[config.mk]
export PLATFORM = sky130hd
export DESIGN_NAME = servo_command_packet_framer
export DESIGN_NICKNAME = d
export VERILOG_FILES = /design/src/rtl/core/scpf_pkg.sv /design/src/rtl/core/scpf_front.sv /design/src/rtl/core/scpf_queue.sv /design/src/rtl/core/scpf_back.sv /design/src/rtl/core/servo_command_packet_framer.sv
export SDC_FILE = /design/constraint.sdc
export NUM_CORES = 1
export LEC_CHECK = 0
export ABC_CLOCK_PERIOD_IN_PS = 10350
export BUFFER_PORTS_ARGS = -buffer_cell sky130_fd_sc_hd__buf_4
export CAP_MARGIN = 20
export CELL_PAD_IN_SITES_DETAIL_PLACEMENT = 1
export CELL_PAD_IN_SITES_GLOBAL_PLACEMENT = 2
export CORE_AREA = 2 2 209 231
export DETAILED_ROUTE_END_ITERATION = 10
export DIE_AREA = 0 0 211 233
export GPL_TIMING_DRIVEN = 0
export MAX_ROUTING_LAYER = met4
export PLACE_DENSITY = 0.56
export SYNTH_ARGS = -nofsm -noshare
export SYNTH_HDL_FRONTEND = slang
export SYNTH_SLANG_ARGS = --single-unit
[constraint.sdc]
create_clock -name clk -period 10.35 [get_ports clk]
set_clock_uncertainty 0.2 [all_clocks]
set_input_delay 0.5175 -clock clk [delete_from_list [all_inputs] [get_ports clk]]
set_output_delay 0.5175 -clock clk [all_outputs]
set_load 0.03 [all_outputs]
[src/rtl/core/scpf_pkg.sv]
// scpf_pkg: types, codes and constants shared by the servo command packet framer
// used by the front, queue, back, top level and checker; depends on nothing
`default_nettype none

package scpf_pkg;

    // command modes as carried in the mode field
    typedef enum logic [2:0] {
        MODE_PING       = 3'd0,
        MODE_LIMIT      = 3'd1,
        MODE_POSITION   = 3'd2,
        MODE_REGISTERED = 3'd3,
        MODE_ACTION     = 3'd4,
        MODE_SYNC       = 3'd5
    } scpf_mode_t;

    // packet framing constants
    localparam logic [7:0] HEADER_BYTE   = 8'hFF;
    localparam logic [7:0] BROADCAST_ID  = 8'hFE;
    localparam logic [15:0] CLAMP_MAX    = 16'd1023;

    // length field values
    localparam logic [7:0] LEN_SHORT     = 8'h02;
    localparam logic [7:0] LEN_WRITE     = 8'h07;
    localparam logic [7:0] LEN_SYNC      = 8'h0E;

    // instruction codes
    localparam logic [7:0] INSTR_PING      = 8'h01;
    localparam logic [7:0] INSTR_WRITE     = 8'h03;
    localparam logic [7:0] INSTR_REG_WRITE = 8'h04;
    localparam logic [7:0] INSTR_ACTION    = 8'h05;
    localparam logic [7:0] INSTR_SYNC      = 8'h83;

    // control table addresses and sync data length
    localparam logic [7:0] ADDR_CW_LIMIT = 8'h06;
    localparam logic [7:0] ADDR_GOAL_POS = 8'h1E;
    localparam logic [7:0] SYNC_DATA_LEN = 8'h04;

    // packet geometry: bytes between the header and the checksum
    localparam int unsigned BODY_LEN  = 15;
    localparam int unsigned BODY_IDXW = 4;
    localparam int unsigned IDX_W     = 5;

    // index of the checksum byte for each packet size
    localparam logic [IDX_W-1:0] LAST_IDX_SHORT = 5'd5;
    localparam logic [IDX_W-1:0] LAST_IDX_WRITE = 5'd10;
    localparam logic [IDX_W-1:0] LAST_IDX_SYNC  = 5'd17;

    // depth of the queue between front and back
    localparam int unsigned QUEUE_DEPTH = 2;

    // one command as it arrives
    typedef struct packed {
        logic [2:0]  mode;
        logic [7:0]  servo_id;
        logic [15:0] word_a;
        logic [15:0] word_b;
        logic [7:0]  servo_id_two;
        logic [15:0] word_c;
        logic [15:0] word_d;
    } scpf_cmd_t;

    // one byte of packet as it leaves
    typedef struct packed {
        logic [7:0] packet_byte;
        logic       last_byte;
    } scpf_out_t;

    // a classified packet waiting to be sent
    typedef struct packed {
        logic [BODY_LEN-1:0][7:0] body;
        logic [IDX_W-1:0]         last_idx;
    } scpf_desc_t;

    // queue status seen by the front and back
    typedef struct packed {
        logic full;
        logic empty;
    } scpf_qstat_t;

endpackage

`default_nettype wire

[src/rtl/core/scpf_front.sv]
// scpf_front: accepts commands and classifies them into packet descriptors
// depends on scpf_pkg
`default_nettype none

module scpf_front (
    input  wire  scpf_pkg::scpf_cmd_t   cmd,
    input  wire  logic                  cmd_valid,
    output logic                        cmd_stall,
    input  wire  scpf_pkg::scpf_qstat_t qstat,
    output logic                        push,
    output scpf_pkg::scpf_desc_t        desc
);

    // saturate a word to the servo range
    function automatic logic [15:0] clamp_word(input logic [15:0] w);
        return (w > scpf_pkg::CLAMP_MAX) ? scpf_pkg::CLAMP_MAX : w;
    endfunction

    logic        mode_ok;
    logic [15:0] a_clamped;
    logic [15:0] b_clamped;

    // hold the sender off while the queue is full
    assign cmd_stall = qstat.full;

    assign a_clamped = clamp_word(cmd.word_a);
    assign b_clamped = clamp_word(cmd.word_b);

    // build the bytes between header and checksum
    always_comb
    begin
        desc    = '0;
        mode_ok = 1'b1;
        unique case (cmd.mode)
            scpf_pkg::MODE_PING:
            begin
                desc.body[0]  = cmd.servo_id;
                desc.body[1]  = scpf_pkg::LEN_SHORT;
                desc.body[2]  = scpf_pkg::INSTR_PING;
                desc.last_idx = scpf_pkg::LAST_IDX_SHORT;
            end
            scpf_pkg::MODE_LIMIT, scpf_pkg::MODE_POSITION:
            begin
                desc.body[0]  = cmd.servo_id;
                desc.body[1]  = scpf_pkg::LEN_WRITE;
                desc.body[2]  = scpf_pkg::INSTR_WRITE;
                desc.body[3]  = (cmd.mode == scpf_pkg::MODE_LIMIT) ?
                                scpf_pkg::ADDR_CW_LIMIT : scpf_pkg::ADDR_GOAL_POS;
                desc.body[4]  = a_clamped[7:0];
                desc.body[5]  = a_clamped[15:8];
                desc.body[6]  = b_clamped[7:0];
                desc.body[7]  = b_clamped[15:8];
                desc.last_idx = scpf_pkg::LAST_IDX_WRITE;
            end
            scpf_pkg::MODE_REGISTERED:
            begin
                desc.body[0]  = cmd.servo_id;
                desc.body[1]  = scpf_pkg::LEN_WRITE;
                desc.body[2]  = scpf_pkg::INSTR_REG_WRITE;
                desc.body[3]  = scpf_pkg::ADDR_GOAL_POS;
                desc.body[4]  = cmd.word_a[7:0];
                desc.body[5]  = cmd.word_a[15:8];
                desc.body[6]  = cmd.word_b[7:0];
                desc.body[7]  = cmd.word_b[15:8];
                desc.last_idx = scpf_pkg::LAST_IDX_WRITE;
            end
            scpf_pkg::MODE_ACTION:
            begin
                desc.body[0]  = scpf_pkg::BROADCAST_ID;
                desc.body[1]  = scpf_pkg::LEN_SHORT;
                desc.body[2]  = scpf_pkg::INSTR_ACTION;
                desc.last_idx = scpf_pkg::LAST_IDX_SHORT;
            end
            scpf_pkg::MODE_SYNC:
            begin
                desc.body[0]  = scpf_pkg::BROADCAST_ID;
                desc.body[1]  = scpf_pkg::LEN_SYNC;
                desc.body[2]  = scpf_pkg::INSTR_SYNC;
                desc.body[3]  = scpf_pkg::ADDR_GOAL_POS;
                desc.body[4]  = scpf_pkg::SYNC_DATA_LEN;
                desc.body[5]  = cmd.servo_id;
                desc.body[6]  = cmd.word_a[7:0];
                desc.body[7]  = cmd.word_a[15:8];
                desc.body[8]  = cmd.word_b[7:0];
                desc.body[9]  = cmd.word_b[15:8];
                desc.body[10] = cmd.servo_id_two;
                desc.body[11] = cmd.word_c[7:0];
                desc.body[12] = cmd.word_c[15:8];
                desc.body[13] = cmd.word_d[7:0];
                desc.body[14] = cmd.word_d[15:8];
                desc.last_idx = scpf_pkg::LAST_IDX_SYNC;
            end
            default:
            begin
                // undefined modes are taken and dropped
                mode_ok = 1'b0;
            end
        endcase
    end

    assign push = cmd_valid && !qstat.full && mode_ok;

endmodule

`default_nettype wire

[src/rtl/core/scpf_queue.sv]
// scpf_queue: small register queue of packet descriptors between front and back
// depends on scpf_pkg
`default_nettype none

module scpf_queue #(
    parameter int unsigned Depth = scpf_pkg::QUEUE_DEPTH
) (
    input  wire  logic                  clk,
    input  wire  logic                  rst_n,
    input  wire  logic                  push,
    input  wire  scpf_pkg::scpf_desc_t  push_desc,
    input  wire  logic                  pop,
    output scpf_pkg::scpf_desc_t        head_desc,
    output scpf_pkg::scpf_qstat_t       qstat
);

    localparam int unsigned PtrW = (Depth > 1) ? $clog2(Depth) : 1;
    localparam int unsigned CntW = $clog2(Depth + 1);
    localparam logic [PtrW-1:0] PtrLast = PtrW'(Depth - 1);
    localparam logic [CntW-1:0] CntFull = CntW'(Depth);

    scpf_pkg::scpf_desc_t entries_reg [Depth];
    logic [PtrW-1:0] wr_ptr_reg, wr_ptr_next;
    logic [PtrW-1:0] rd_ptr_reg, rd_ptr_next;
    logic [CntW-1:0] count_reg, count_next;
    logic            do_push;
    logic            do_pop;

    // status and head entry
    assign qstat.full  = (count_reg == CntFull);
    assign qstat.empty = (count_reg == '0);
    assign head_desc   = entries_reg[rd_ptr_reg];

    assign do_push = push && !qstat.full;
    assign do_pop  = pop && !qstat.empty;

    // pointer and count update
    always_comb
    begin
        wr_ptr_next = wr_ptr_reg;
        rd_ptr_next = rd_ptr_reg;
        count_next  = count_reg;
        if (do_push)
        begin
            wr_ptr_next = (wr_ptr_reg == PtrLast) ? '0 : wr_ptr_reg + 1'b1;
        end
        if (do_pop)
        begin
            rd_ptr_next = (rd_ptr_reg == PtrLast) ? '0 : rd_ptr_reg + 1'b1;
        end
        case ({do_push, do_pop})
            2'b10:   count_next = count_reg + 1'b1;
            2'b01:   count_next = count_reg - 1'b1;
            default: count_next = count_reg;
        endcase
    end

    // control registers
    always_ff @(posedge clk or negedge rst_n)
    begin
        if (!rst_n)
        begin
            wr_ptr_reg <= '0;
            rd_ptr_reg <= '0;
            count_reg  <= '0;
        end
        else
        begin
            wr_ptr_reg <= wr_ptr_next;
            rd_ptr_reg <= rd_ptr_next;
            count_reg  <= count_next;
        end
    end

    // descriptor storage
    always_ff @(posedge clk)
    begin
        if (do_push)
        begin
            entries_reg[wr_ptr_reg] <= push_desc;
        end
    end

endmodule

`default_nettype wire

[src/rtl/core/scpf_back.sv]
// scpf_back: serializes queued packet descriptors into bytes with a running checksum
// depends on scpf_pkg
`default_nettype none

module scpf_back (
    input  wire  logic                  clk,
    input  wire  logic                  rst_n,
    input  wire  scpf_pkg::scpf_desc_t  desc,
    input  wire  scpf_pkg::scpf_qstat_t qstat,
    output logic                        pop,
    output logic                        pkt_valid,
    input  wire  logic                  pkt_stall,
    output scpf_pkg::scpf_out_t         pkt
);

    localparam int unsigned IdxW = scpf_pkg::IDX_W;
    localparam int unsigned BodyIdxW = scpf_pkg::BODY_IDXW;

    logic [IdxW-1:0]     idx_reg, idx_next;
    logic [7:0]          sum_reg, sum_next;
    logic                out_valid_reg, out_valid_next;
    scpf_pkg::scpf_out_t out_reg, out_next;
    logic                advance;
    logic                emit;
    logic                in_header;
    logic                is_last;
    logic [IdxW-1:0]     body_off;
    logic [7:0]          cur_byte;

    assign pkt_valid = out_valid_reg;
    assign pkt       = out_reg;

    // output register frees up when empty or taken
    assign advance = !out_valid_reg || !pkt_stall;
    assign emit    = advance && !qstat.empty;

    // pick the byte at the current position
    assign in_header = (idx_reg < IdxW'(2));
    assign is_last   = (idx_reg == desc.last_idx);
    assign body_off  = idx_reg - IdxW'(2);

    always_comb
    begin
        if (in_header)
        begin
            cur_byte = scpf_pkg::HEADER_BYTE;
        end
        else if (is_last)
        begin
            cur_byte = ~sum_reg;
        end
        else
        begin
            cur_byte = desc.body[body_off[BodyIdxW-1:0]];
        end
    end

    // sequencing of positions and checksum
    always_comb
    begin
        idx_next       = idx_reg;
        sum_next       = sum_reg;
        out_valid_next = out_valid_reg;
        out_next       = out_reg;
        pop            = 1'b0;
        if (emit)
        begin
            out_valid_next       = 1'b1;
            out_next.packet_byte = cur_byte;
            out_next.last_byte   = is_last;
            if (is_last)
            begin
                idx_next = '0;
                sum_next = '0;
                pop      = 1'b1;
            end
            else
            begin
                idx_next = idx_reg + 1'b1;
                if (!in_header)
                begin
                    sum_next = sum_reg + cur_byte;
                end
            end
        end
        else if (advance)
        begin
            out_valid_next = 1'b0;
        end
    end

    // control registers
    always_ff @(posedge clk or negedge rst_n)
    begin
        if (!rst_n)
        begin
            idx_reg       <= '0;
            sum_reg       <= '0;
            out_valid_reg <= 1'b0;
        end
        else
        begin
            idx_reg       <= idx_next;
            sum_reg       <= sum_next;
            out_valid_reg <= out_valid_next;
        end
    end

    // output payload
    always_ff @(posedge clk)
    begin
        out_reg <= out_next;
    end

endmodule

`default_nettype wire

[src/rtl/core/servo_command_packet_framer.sv]
// servo_command_packet_framer: top level of the servo instruction packet framer
// depends on scpf_pkg, scpf_front, scpf_queue and scpf_back
//
// usage
//   cmd channel: one servo command per request (mode, ids, four 16-bit words),
//   taken when cmd_valid is high and cmd_stall low. cmd_stall rises only while
//   the descriptor queue (QueueDepth commands) is full.
//   pkt channel: one packet byte per request, last_byte marks the checksum.
//   a ping or action packet is 6 bytes, a limit, position or registered write
//   11 bytes, a sync pair write 18 bytes. modes 6 and 7 are taken and dropped.
// flow and throughput
//   a taken command is registered in the queue, and its first header byte is then
//   registered in the output register once the back end is free. the back end
//   sends one byte per cycle while pkt_stall is low; the byte serializer and its output register set this.
//   commands keep flowing into the queue while a packet is being sent, until it fills.
// reset and stalls
//   rst_n clears the queue, the byte position and the output valid; no
//   clearing pass is needed. while pkt_stall is high the output byte holds
//   and the back end waits; the front keeps taking commands until the
//   queue fills.
`default_nettype none

module servo_command_packet_framer #(
    parameter int unsigned QueueDepth = scpf_pkg::QUEUE_DEPTH
) (
    input  wire  logic                clk,
    input  wire  logic                rst_n,
    input  wire  scpf_pkg::scpf_cmd_t cmd,
    input  wire  logic                cmd_valid,
    output logic                      cmd_stall,
    output scpf_pkg::scpf_out_t       pkt,
    output logic                      pkt_valid,
    input  wire  logic                pkt_stall
);

    scpf_pkg::scpf_desc_t  push_desc;
    scpf_pkg::scpf_desc_t  head_desc;
    scpf_pkg::scpf_qstat_t qstat;
    logic                  push;
    logic                  pop;

    // decode and classify
    scpf_front u_front (
        .cmd       (cmd),
        .cmd_valid (cmd_valid),
        .cmd_stall (cmd_stall),
        .qstat     (qstat),
        .push      (push),
        .desc      (push_desc)
    );

    // decoupling queue
    scpf_queue #(
        .Depth (QueueDepth)
    ) u_queue (
        .clk       (clk),
        .rst_n     (rst_n),
        .push      (push),
        .push_desc (push_desc),
        .pop       (pop),
        .head_desc (head_desc),
        .qstat     (qstat)
    );

    // byte serializer
    scpf_back u_back (
        .clk       (clk),
        .rst_n     (rst_n),
        .desc      (head_desc),
        .qstat     (qstat),
        .pop       (pop),
        .pkt_valid (pkt_valid),
        .pkt_stall (pkt_stall),
        .pkt       (pkt)
    );

endmodule

`default_nettype wire

# After elaboration in Yosys (flattened, before gate mapping)
# Memory sizes are Yosys's and may differ from the RTL's.
# Cells that the tools add are included.
[op_classes] addsub=7 n_lt_le_gt_ge=4 eq_ne=10 mux=23 bitwise_logic=1 reduce_logical=17
[ops] op="29-bit one-hot mux with 5 select lines" count=1
[ops] op="40-bit one-hot mux with 3 select lines" count=1
[ops] op="56-bit 2-to-1 mux" count=1
[ops] op="8-bit 2-to-1 mux" count=5
[ops] op="8-bit binary-select mux with 4-bit select" count=1
[ops] op="16-bit by 10-bit > comparator with 1-bit output (second input constant)" count=2
[ops] op="16-bit 2-to-1 mux" count=2
[ops] op="5-bit 2-to-1 mux" count=2
[ops] op="1-bit 2-to-1 mux" count=9
[ops] op="8-bit adder" count=1
[ops] op="8-bit inverter" count=1
[ops] op="3-bit by 2-bit equality test with 1-bit output (second input constant)" count=2
[ops] op="3-bit equality test (second input constant)" count=2
[ops] op="6-bit OR reduction" count=1
[ops] op="5-bit by 1-bit adder with 5-bit output (second input constant)" count=1
[ops] op="5-bit equality test" count=1
[ops] op="1-bit logical AND" count=5
[ops] op="4-bit by 5-bit < comparator with 1-bit output (second input constant)" count=1
[ops] op="5-bit by 2-bit < comparator with 1-bit output (second input constant)" count=1
[ops] op="2-bit equality test (second input constant)" count=2
[ops] op="1-bit zero test" count=4
[ops] op="2-bit one-hot mux with 2 select lines" count=1
[ops] op="2-bit nonzero test" count=2
[ops] op="4-bit by 2-bit subtractor with 4-bit output (second input constant)" count=1
[ops] op="11 further kinds" count=12
[word_totals] reg_bits=27 ram_bits=250 in_bits=87 out_inout_bits=11 elab_cells=71 mem_count=1
[mem_list] name="u_queue.entries_reg" depth=2 word_bits=125 rd=1 rd_clocked_by_memory_dff=0 wr=1 line="scpf_queue.sv:22" text="scpf_pkg::scpf_desc_t entries_reg [Depth];"

# Logic depth before layout (Yosys ltp)
# Gate-level depths: netlist (run 1).
[logic_depth] word_depth=8 depth_mapped=21 ltp_nobuf=19

# Hierarchy
# Synthesis (run 1) repeated with hierarchy kept, for this count alone.
[unflattened] cells_unflattened=837 hier_area_um2=13359.1
[modules_own_cells] mod="scpf_queue" n_inst=1 cells_per_inst=407 area_per_inst_um2=9366.5 seq_area_each_um2=7607.3
[modules_own_cells] mod="scpf_back" n_inst=1 cells_per_inst=205 area_per_inst_um2=2471.1 seq_area_each_um2=620.6
[modules_own_cells] mod="scpf_front" n_inst=1 cells_per_inst=225 area_per_inst_um2=1521.5 seq_area_each_um2=0.0

# Worst setup path before layout (run 1)
# No wires, ideal clock.
[synth_path] path_type="input-to-reg" from="in cmd[81] (netlist bit)" to="mem u_queue.entries_reg[0][0] (netlist bit), enable pin" setup_time_ns=0.572 t_arrival_ns=5.377 required_ns=9.578 path_slack_ns=4.201 cell_stages=4 path_buffers=1 cell_sequence="clkbuf_1 > nand2_1 > nand3b_1 > nor2_1"
[synth_via] elab_chain_len=7 elab_cells_between_ends=12 cone_classes="eq/ne (5); mux (3); reduce/logical (4)"
[synth_rtl] element="from (decl)" line="servo_command_packet_framer.sv:28" text="input wire scpf_pkg::scpf_cmd_t cmd,"
[synth_rtl] element="3-bit by 2-bit equality test with 1-bit output, or another cell as far along" line="scpf_front.sv:34" text="unique case (cmd.mode)"
[synth_rtl] element="6-bit OR reduction (no line) *"
[synth_rtl] element="1-bit 2-to-1 mux *" line="scpf_front.sv:34"
[synth_rtl] element="1-bit logical AND *" line="scpf_front.sv:101" text="assign push = cmd_valid && !qstat.full && mode_ok;"
[synth_rtl] element="1-bit logical AND *" line="scpf_queue.sv:34" text="assign do_push = push && !qstat.full;"
[synth_rtl] element="1-bit 2-to-1 mux *" line="scpf_queue.sv:78" text="if (do_push)"
[synth_rtl] element="1-bit 2-to-1 mux (implied by the code) *" line="scpf_queue.sv:80" text="entries_reg[wr_ptr_reg] <= push_desc;"
[synth_rtl] element="to (decl)" line="scpf_queue.sv:22"
# Mark *: on every way between the ends. The rest lies on a longest branch, timed or not.

# Worst setup path after layout (run 1)
[layout_path] from="reg u_back.idx_reg[1]" to="reg u_back.sum_reg[7]"
[layout_via] elab_chain_len=8 elab_cells_between_ends=12 cone_classes="add/sub (2); order compare (1); eq/ne (2); mux (6); reduce/logical (1)"
[layout_rtl] element="from (decl)" line="scpf_back.sv:19" text="logic [IdxW-1:0] idx_reg, idx_next;"
[layout_rtl] element="from (signal assigned)" line="scpf_back.sv:103" text="idx_reg <= idx_next;"
[layout_rtl] element="4-bit by 2-bit subtractor with 4-bit output" line="scpf_back.sv:40" text="assign body_off = idx_reg - IdxW'(2);"
[layout_rtl] element="8-bit binary-select mux with 4-bit select" line="scpf_back.sv:54" text="cur_byte = desc.body[body_off[BodyIdxW-1:0]];"
[layout_rtl] element="8-bit 2-to-1 mux (implied by the code)" line="scpf_back.sv:54"
[layout_rtl] element="8-bit 2-to-1 mux" line="scpf_back.sv:48" text="else if (is_last)"
[layout_rtl] element="8-bit 2-to-1 mux *" line="scpf_back.sv:44" text="if (in_header)"
[layout_rtl] element="net u_back.cur_byte[0]" line="scpf_back.sv:28" text="logic [7:0] cur_byte;"
[layout_rtl] element="8-bit adder *" line="scpf_back.sv:82" text="sum_next = sum_reg + cur_byte;"
[layout_rtl] element="8-bit 2-to-1 mux *" line="scpf_back.sv:80" text="if (!in_header)"
[layout_rtl] element="8-bit 2-to-1 mux *" line="scpf_back.sv:71" text="if (is_last)"
[layout_rtl] element="to (signal assigned)" line="scpf_back.sv:104" text="sum_reg <= sum_next;"
[layout_rtl] element="to (decl)" line="scpf_back.sv:20" text="logic [7:0] sum_reg, sum_next;"
# Mark *: on every way through the listed nets, which the timed path passes. The rest lies on a longest branch. The select of a mux whose other input is x is not followed.
# A chain may end at the register's enable or synchronous reset.

==> results.py, run 1 <==
metrics = {
    "setup_path": {
        "crit_fanout": 10,
        "cp_slowest_cell": "a311oi_1",
        "cpPeakStageDelay_ns": 0.61,
        "critPathBufInv": 5,
        "rrSetupSlack_ns": 4.62,
        "critPathLaunchType": "flop",
        "path_delay_family": "compound AO/OA/AOI/OAI gates",
        "endpoint_kind": "flop",
        "worstPathRequired_ns": 10.64,
        "worstSetupPathType": "reg2reg",
        "worstPathArrival_ns": 6.02,
        "path_cells": "inv_1 -> clkbuf_1 -> ha_1 -> clkbuf_1 -> inv_1 -> buf_2 -> a221oi_1 -> a31oi_1 -> nor2_1 -> a311oi_1 -> a211o_1 -> ha_1 -> a21oi_1 -> o211ai_1 -> nor4_1 -> nor3_1 -> xnor2_1 -> or4_1 -> nand3_1",
    },
    "yosys": {
        "ys_async_sr_fraction": 0.0753,
        "synth_edf_count": 221,
        "postSynthCellCount": 665,
        "syn_nets": 764,
        "ys_types": 52,
        "synth.cell_area_sq_um": 10600,
        "ys.flop_type": "edfxtp_1",
        "ys_seq_area_frac": 0.666,
        "syn_area_per_cell_sq_um": 16.0,
        "ys_warn_count": 0,
        "ys_seq_elements": 239,
    },
    "route": {
        "route.detailed.drc": 0,
        "ant_nets": 0,
        "vias": 6302,
        "drt_iter0_markers": 303,
        "wl_um": 32300,
        "viasPerCell": 4.44,
        "drt_first_pass_iters": 6,
        "wl_per_cell_um": 22.7,
    },
    "global_routing": {
        "grt_pass1_wl_um": 47100,
        "grt_max_degree": 31,
        "first_global_vias": 6949,
        "antenna_found_initial": 1,
        "grt_usage": 0.137,
        "overflow": 0,
    },
    "final_layout": {
        "area_growth_pct": 24.3,
        "regArea_sq_um": 7090,
        "layout-drive-gt1-share": 0.270,
        "fin_nets": 903,
        "multi_input_area_sq_um": 3280,
        "largest_reg_flops": 212,
        "nFillCells": 4950,
        "design_area_sq_um": 13200,
        "n_antenna_cell": 0,
    },
    "power_and_ir_drop": {
        "power_density_nw_per_um2": 309,
        "vdd_drop_max_v": 0.000120,
        "power_mw": 4.08,
        "power.leakage_nw": 4.70,
    },
    "clocking": {
        "cts_htree_levels": 1,
        "clk_pin_slew_ns": 0.06,
        "clockRootBuffer": "clkbuf_16",
        "cts_tree": "done",
        "cts_buffers": 29,
        "cts_resized": 0,
        "clk_latency_ns": 0.56,
        "clk_path_buf_depth": 3,
        "cts_hold_buf": 2,
        "postCtsSetupBuffers": 0,
        "cts_sinks": 239,
    },
    "place": {
        "post-dp-hpwl_um": 23100,
        "io_buffer_count": 96,
        "place_area_sq_um": 12300,
        "gp_congestion": 0.743,
    },
    "run": {
        "maxCapViolCount": 0,
    },
    "sta": {
        "hold_slack_ns": 0.0610,
        "tightest_slew_ns": 1.01,
        "final_hold_viol_count": 0,
        "finalSetupViolations": 0,
        "max_freq_ghz": 0.175,
        "finalSetupTns_ns": 0,
        "max_slew_margin": 0.327,
        "rsz0062_at_grt": "no",
        "fin_crit_sh": 0.554,
        "slew_viol_final": 0,
        "period_needed_ns": 5.73,
    },
    "floorplanning": {
        "die_area_sq_um": 49200,
        "io_pins": 98,
        "core-area_sq_um": 46600,
        "die_h_um": 233,
        "die_w_um": 211,
        "rows": 83,
        "start_util": 0.228,
    },
    "hold_path": {
        "holdCritPathClass": "in2reg",
    },
    "status": {
        "outcome": "finished clean",
    },
}
[through the flow]
| stage | utilization | cells | worst slack (ns) |
|---|---|---|---|
| after floorplan | - | 665 | 4.20 |
| after global placement | 0.260 | 1356 | 0.837 |
| after detailed placement | 0.264 | 1366 | 4.60 |
| after CTS | 0.284 | 1420 | 4.54 |
| after global routing | 0.284 | 1420 | 4.29 |
| final | 0.284 | 1420 | 4.62 |
[layout by cell type, fill, tap and decap left out, types with 4 or more instances in the layout]
cell type  instances
edfxtp_1         221
buf_4             99
and2_1            58
mux4_2            46
nand2_1           35
clkbuf_1          29
clkbuf_16         29
nor2_1            25
a21oi_1           20
o21ai_0           20
a22o_1            20
inv_1             19
dfrtp_1           18
mux2i_1           16
mux2_2            12
a221o_1           12
ha_1              11
xnor2_1            9
clkinv_1           9
a21o_1             8
buf_12             7
xor2_1             6
buf_2              6
nor3_1             6
nor2b_1            6
buf_6              5
o21ai_1            5
clkinv_2           5
nor4_1             4
and3_1             4
a221oi_1           4
nand3_1            4
[power breakdown]
part / internal, mW / switching (mW) / total (mW)
registers: 1.31 / 0.0694 / 1.38
clock network: 0.564 / 0.389 / 0.953
logic: 0.720 / 1.03 / 1.75
[final timing paths]
check                                                 start                                     to  depth (start not counted)
hold reg to reg            u_queue.count_reg[1]$_DFFE_PN0P_       u_queue.count_reg[1]$_DFFE_PN0P_                          1
setup / recovery              u_back.idx_reg[1]$_DFFE_PN0P_          u_back.sum_reg[7]$_DFFE_PN0P_                         19
min in group asynchronous                             rst_n           u_back.pkt_valid$_DFFE_PN0P_                          2
hold / removal                                      cmd[31]  u_queue.entries_reg[1][108]$_DFFE_PP_                          2
max in group asynchronous                             rst_n          u_back.sum_reg[4]$_DFFE_PN0P_                          2
setup reg to reg              u_back.idx_reg[1]$_DFFE_PN0P_          u_back.sum_reg[7]$_DFFE_PN0P_                         19
[cell usage after synthesis, types with 8 or more instances]
cell type  count  area (sq um)
mux2i_1       16           160
nand2_1       35           131
edfxtp_1     221          6640
a221o_1       12           120
nor2_1        27           101
mux4_2        46          1040
o21ai_0       20           100
mux2_2        12           135
inv_1         19          71.3
xnor2_1        9          78.8
ha_1          11           138
a21o_1         8          60.1
dfrtp_1       18           450
clkbuf_1      23          86.3
a22o_1        20           175
and2_1        58           363
a21oi_1       20           100
[layout make-up]
cell class	count	share of cell area
Inverter	19	0.00539
Sequential cell	239	0.536
Tap cell	595	0.0563
Multi-Input combinational cell	369	0.248
Clock buffer	36	0.0576
Clock inverter	16	0.00899
Buffer	38	0.0164
Timing Repair Buffer	108	0.0715
[logic make-up after synthesis]
| group | count (synthesis) | share of synthesized area |
|---|---|---|
| compound gates | 114 | 0.0770 |
| xor+xnor | 17 | 0.0154 |
| fa+ha+maj | 12 | 0.0148 |
| buf+inv | 57 | 0.0270 |
| flops | 239 | 0.666 |
| mux | 74 | 0.125 |
| simple gates | 152 | 0.0746 |
[layer usage]
metal	vias up	GRT usage	wire length, um
met5	-	-	0
met4	0	0.0330	577
met3	44	0.0163	1050
met2	142	0.231	16100
met1	3237	0.176	14500
li1	2879	-	-
Power figures use the tool's default switching activity.
==> run 2: changes to the inputs <==
--- a/config.mk
+++ b/config.mk
@@ -5,7 +5,7 @@
 export SDC_FILE = /design/constraint.sdc
 export NUM_CORES = 1
 export LEC_CHECK = 0
-export ABC_CLOCK_PERIOD_IN_PS = 10350
+export ABC_CLOCK_PERIOD_IN_PS = 5550
 export BUFFER_PORTS_ARGS = -buffer_cell sky130_fd_sc_hd__buf_4
 export CAP_MARGIN = 20
 export CELL_PAD_IN_SITES_DETAIL_PLACEMENT = 1
==> constraint.sdc (replaced) <==
create_clock -name clk -period 5.55 [get_ports clk]
set_clock_uncertainty 0.2 [all_clocks]
set_input_delay 0.2775 -clock clk [delete_from_list [all_inputs] [get_ports clk]]
set_output_delay 0.2775 -clock clk [all_outputs]
set_load 0.03 [all_outputs]
==> run 2 against run 1 <==
Effect of this change: core utilization is 1.9 points higher; final cell count grew 6.1%; final area up 6.8%; non-clock buffer count is 87 higher; critical endpoint unchanged.
==> results.py, run 2 (synthesis gave the netlist of run 1 again) <==
metrics = {
    "clocking": {
        "cts_htree_levels": 1,
        "clk_path_buf_depth": 3,
        "cts_sinks": 239,
        "clk_pin_slew_ns": 0.06,
        "postCtsSetupBuffers": 0,
        "clk_latency_ns": 0.56,
        "clockRootBuffer": "clkbuf_16",
        "cts_tree": "done",
        "cts_buffers": 29,
    },
    "power_and_ir_drop": {
        "power.leakage_nw": 5.08,
        "vdd_drop_max_v": 0.000230,
        "power_density_nw_per_um2": 544,
    },
    "route": {
        "drt_first_pass_iters": 5,
        "route.detailed.drc": 0,
        "vias": 6647,
        "wl_um": 33000,
        "wl_per_cell_um": 21.9,
        "ant_nets": 0,
        "drt_iter0_markers": 340,
        "viasPerCell": 4.41,
    },
    "sta": {
        "final_hold_viol_count": 0,
        "period_needed_ns": 5.13,
        "max_freq_ghz": 0.195,
        "tightest_slew_ns": 1.04,
        "rsz0062_at_grt": "no",
        "hold_slack_ns": 0.0289,
        "fin_crit_sh": 0.924,
        "slew_viol_final": 0,
        "max_slew_margin": 0.304,
        "finalSetupViolations": 0,
    },
    "hold_path": {
        "holdCritPathClass": "in2reg",
        "min_to": "u_queue.wr_ptr_reg$_DFFE_PN0P_",
        "hp-start": "cmd_valid",
        "holdPathStages": 3,
    },
    "final_layout": {
        "n_antenna_cell": 0,
        "fin_nets": 990,
        "layout-drive-gt1-share": 0.248,
        "largest_reg_flops": 212,
        "layout_common_cells": "edfxtp_1 (221), buf_4 (99), dlygate4sd3_1 (91)",
        "layout_commonest_cell": "edfxtp_1",
        "fin_util": 0.303,
        "area_growth_pct": 32.7,
    },
    "run": {
        "maxCapViolCount": 0,
    },
    "setup_path": {
        "critPathBufInv": 3,
        "endpoint_kind": "flop",
        "rrSetupSlack_ns": 0.42,
        "critPathLaunchType": "flop",
        "crit_fanout": 11,
        "worstPathArrival_ns": 5.42,
        "cp_num_cells": 17,
        "crit-reg2reg-launch": "u_back.idx_reg[1]$_DFFE_PN0P_",
        "path_cells": "clkinvlp_4 -> ha_2 -> inv_1 -> buf_2 -> a221oi_1 -> a31oi_1 -> nor2_1 -> a311oi_2 -> a211o_1 -> ha_1 -> a21oi_1 -> o211ai_1 -> nor4_1 -> nor3_1 -> xnor2_1 -> or4_1 -> nand3_1",
        "cp_slowest_cell": "dfrtp_1",
        "reg2regPathDepth": 17,
        "r2r_end": "u_back.sum_reg[7]$_DFFE_PN0P_",
        "worstSetupPathType": "reg2reg",
        "path_delay_family": "compound AO/OA/AOI/OAI gates",
        "cpPeakStageDelay_ns": 0.50,
        "worstPathRequired_ns": 5.84,
    },
    "global_routing": {
        "grt_usage": 0.140,
        "first_global_vias": 7300,
        "globalRoute.busiestLayer": "met2",
        "grtUsageMet2": 0.241,
        "use_met1": 0.176,
        "antenna_found_initial": 1,
        "grt_pass1_wl_um": 48400,
        "grt_max_degree": 31,
        "overflow": 0,
        "globalRouteMet3Util": 0.0163,
    },
    "floorplanning": {
        "die_h_um": 233,
        "io_pins": 98,
        "rows": 83,
        "die_area_sq_um": 49200,
        "start_util": 0.228,
        "die_w_um": 211,
        "core-area_sq_um": 46600,
    },
    "place": {
        "io_buffer_count": 96,
        "gp_congestion": 0.743,
        "post-dp-hpwl_um": 23100,
    },
    "status": {
        "outcome": "finished clean",
    },
}
run 2: what timing repair did:
| action | 4_1_cts | 5_1_grt |
|---|---|---|
| resized for setup | 1 | 2 |
| hold buffers | 91 | 0 |
| endpoints found under the setup margin | 2 | 2 |
| endpoints found under the hold margin | 221 | 0 |
run 2: layer usage:
layer,vias up,routed length [um]
met3,43,1040
met5,-,0
li1,3056,-
met4,0,582
met2,145,16800
met1,3403,14600
run 2: worst register-to-register path, delay by kind of cell, from the launching register on:
family	cells	cell delay, ns
xor+xnor	1	0.13
fa+ha+maj	2	0.67
flops	1	0.50
compound gates	6	1.51
simple gates	5	1.03
buf+inv	3	1.02
run 2: cell type report:
cell class,instances,area (sq um)
inverters,19,75.1
clock inverters,16,119
plain buffers,36,209
flip-flops and latches,239,7090
multi-input cells,369,3290
repair buffers,197,1840
well taps,595,744
fillers,4926,32500
clock buffers,36,762
run 2: worst max-delay path by stage:
stage                                          start                                   end
floorplan           u_queue.count_reg[1]$_DFFE_PN0P_   u_queue.entries_reg[0][0]$_DFFE_PP_
global placement                             cmd[81]  u_queue.entries_reg[0][80]$_DFFE_PP_
detailed placement     u_back.idx_reg[1]$_DFFE_PN0P_         u_back.sum_reg[7]$_DFFE_PN0P_
CTS                    u_back.idx_reg[1]$_DFFE_PN0P_         u_back.sum_reg[7]$_DFFE_PN0P_
global route           u_back.idx_reg[1]$_DFFE_PN0P_         u_back.sum_reg[7]$_DFFE_PN0P_
finish                 u_back.idx_reg[1]$_DFFE_PN0P_         u_back.sum_reg[7]$_DFFE_PN0P_
run 2: metrics by stage:
step / total power, mW / std cells / setup TNS [ns] / area [sq um] / setup WS [ns]
3_3_place_gp: 5.92 / 1356 / -782.41 / 12100 / -3.72
2_1_floorplan: 4.81 / 665 / -118.80 / 10600 / -0.560
5_1_grt: 8.14 / 1507 / 0 / 14100 / 0.0546
3_5_place_dp: 5.95 / 1366 / -0.320 / 12300 / -0.200
6_report: 7.69 / 1507 / 0 / 14100 / 0.422
4_1_cts: 7.81 / 1507 / 0 / 14100 / 0.0638
run 2: where the power goes:
part           internal (mW)  leakage, nW  switching (mW)
registers               2.45         2.29           0.133
logic                   1.40         2.35            1.93
clock network           1.05        0.434           0.726
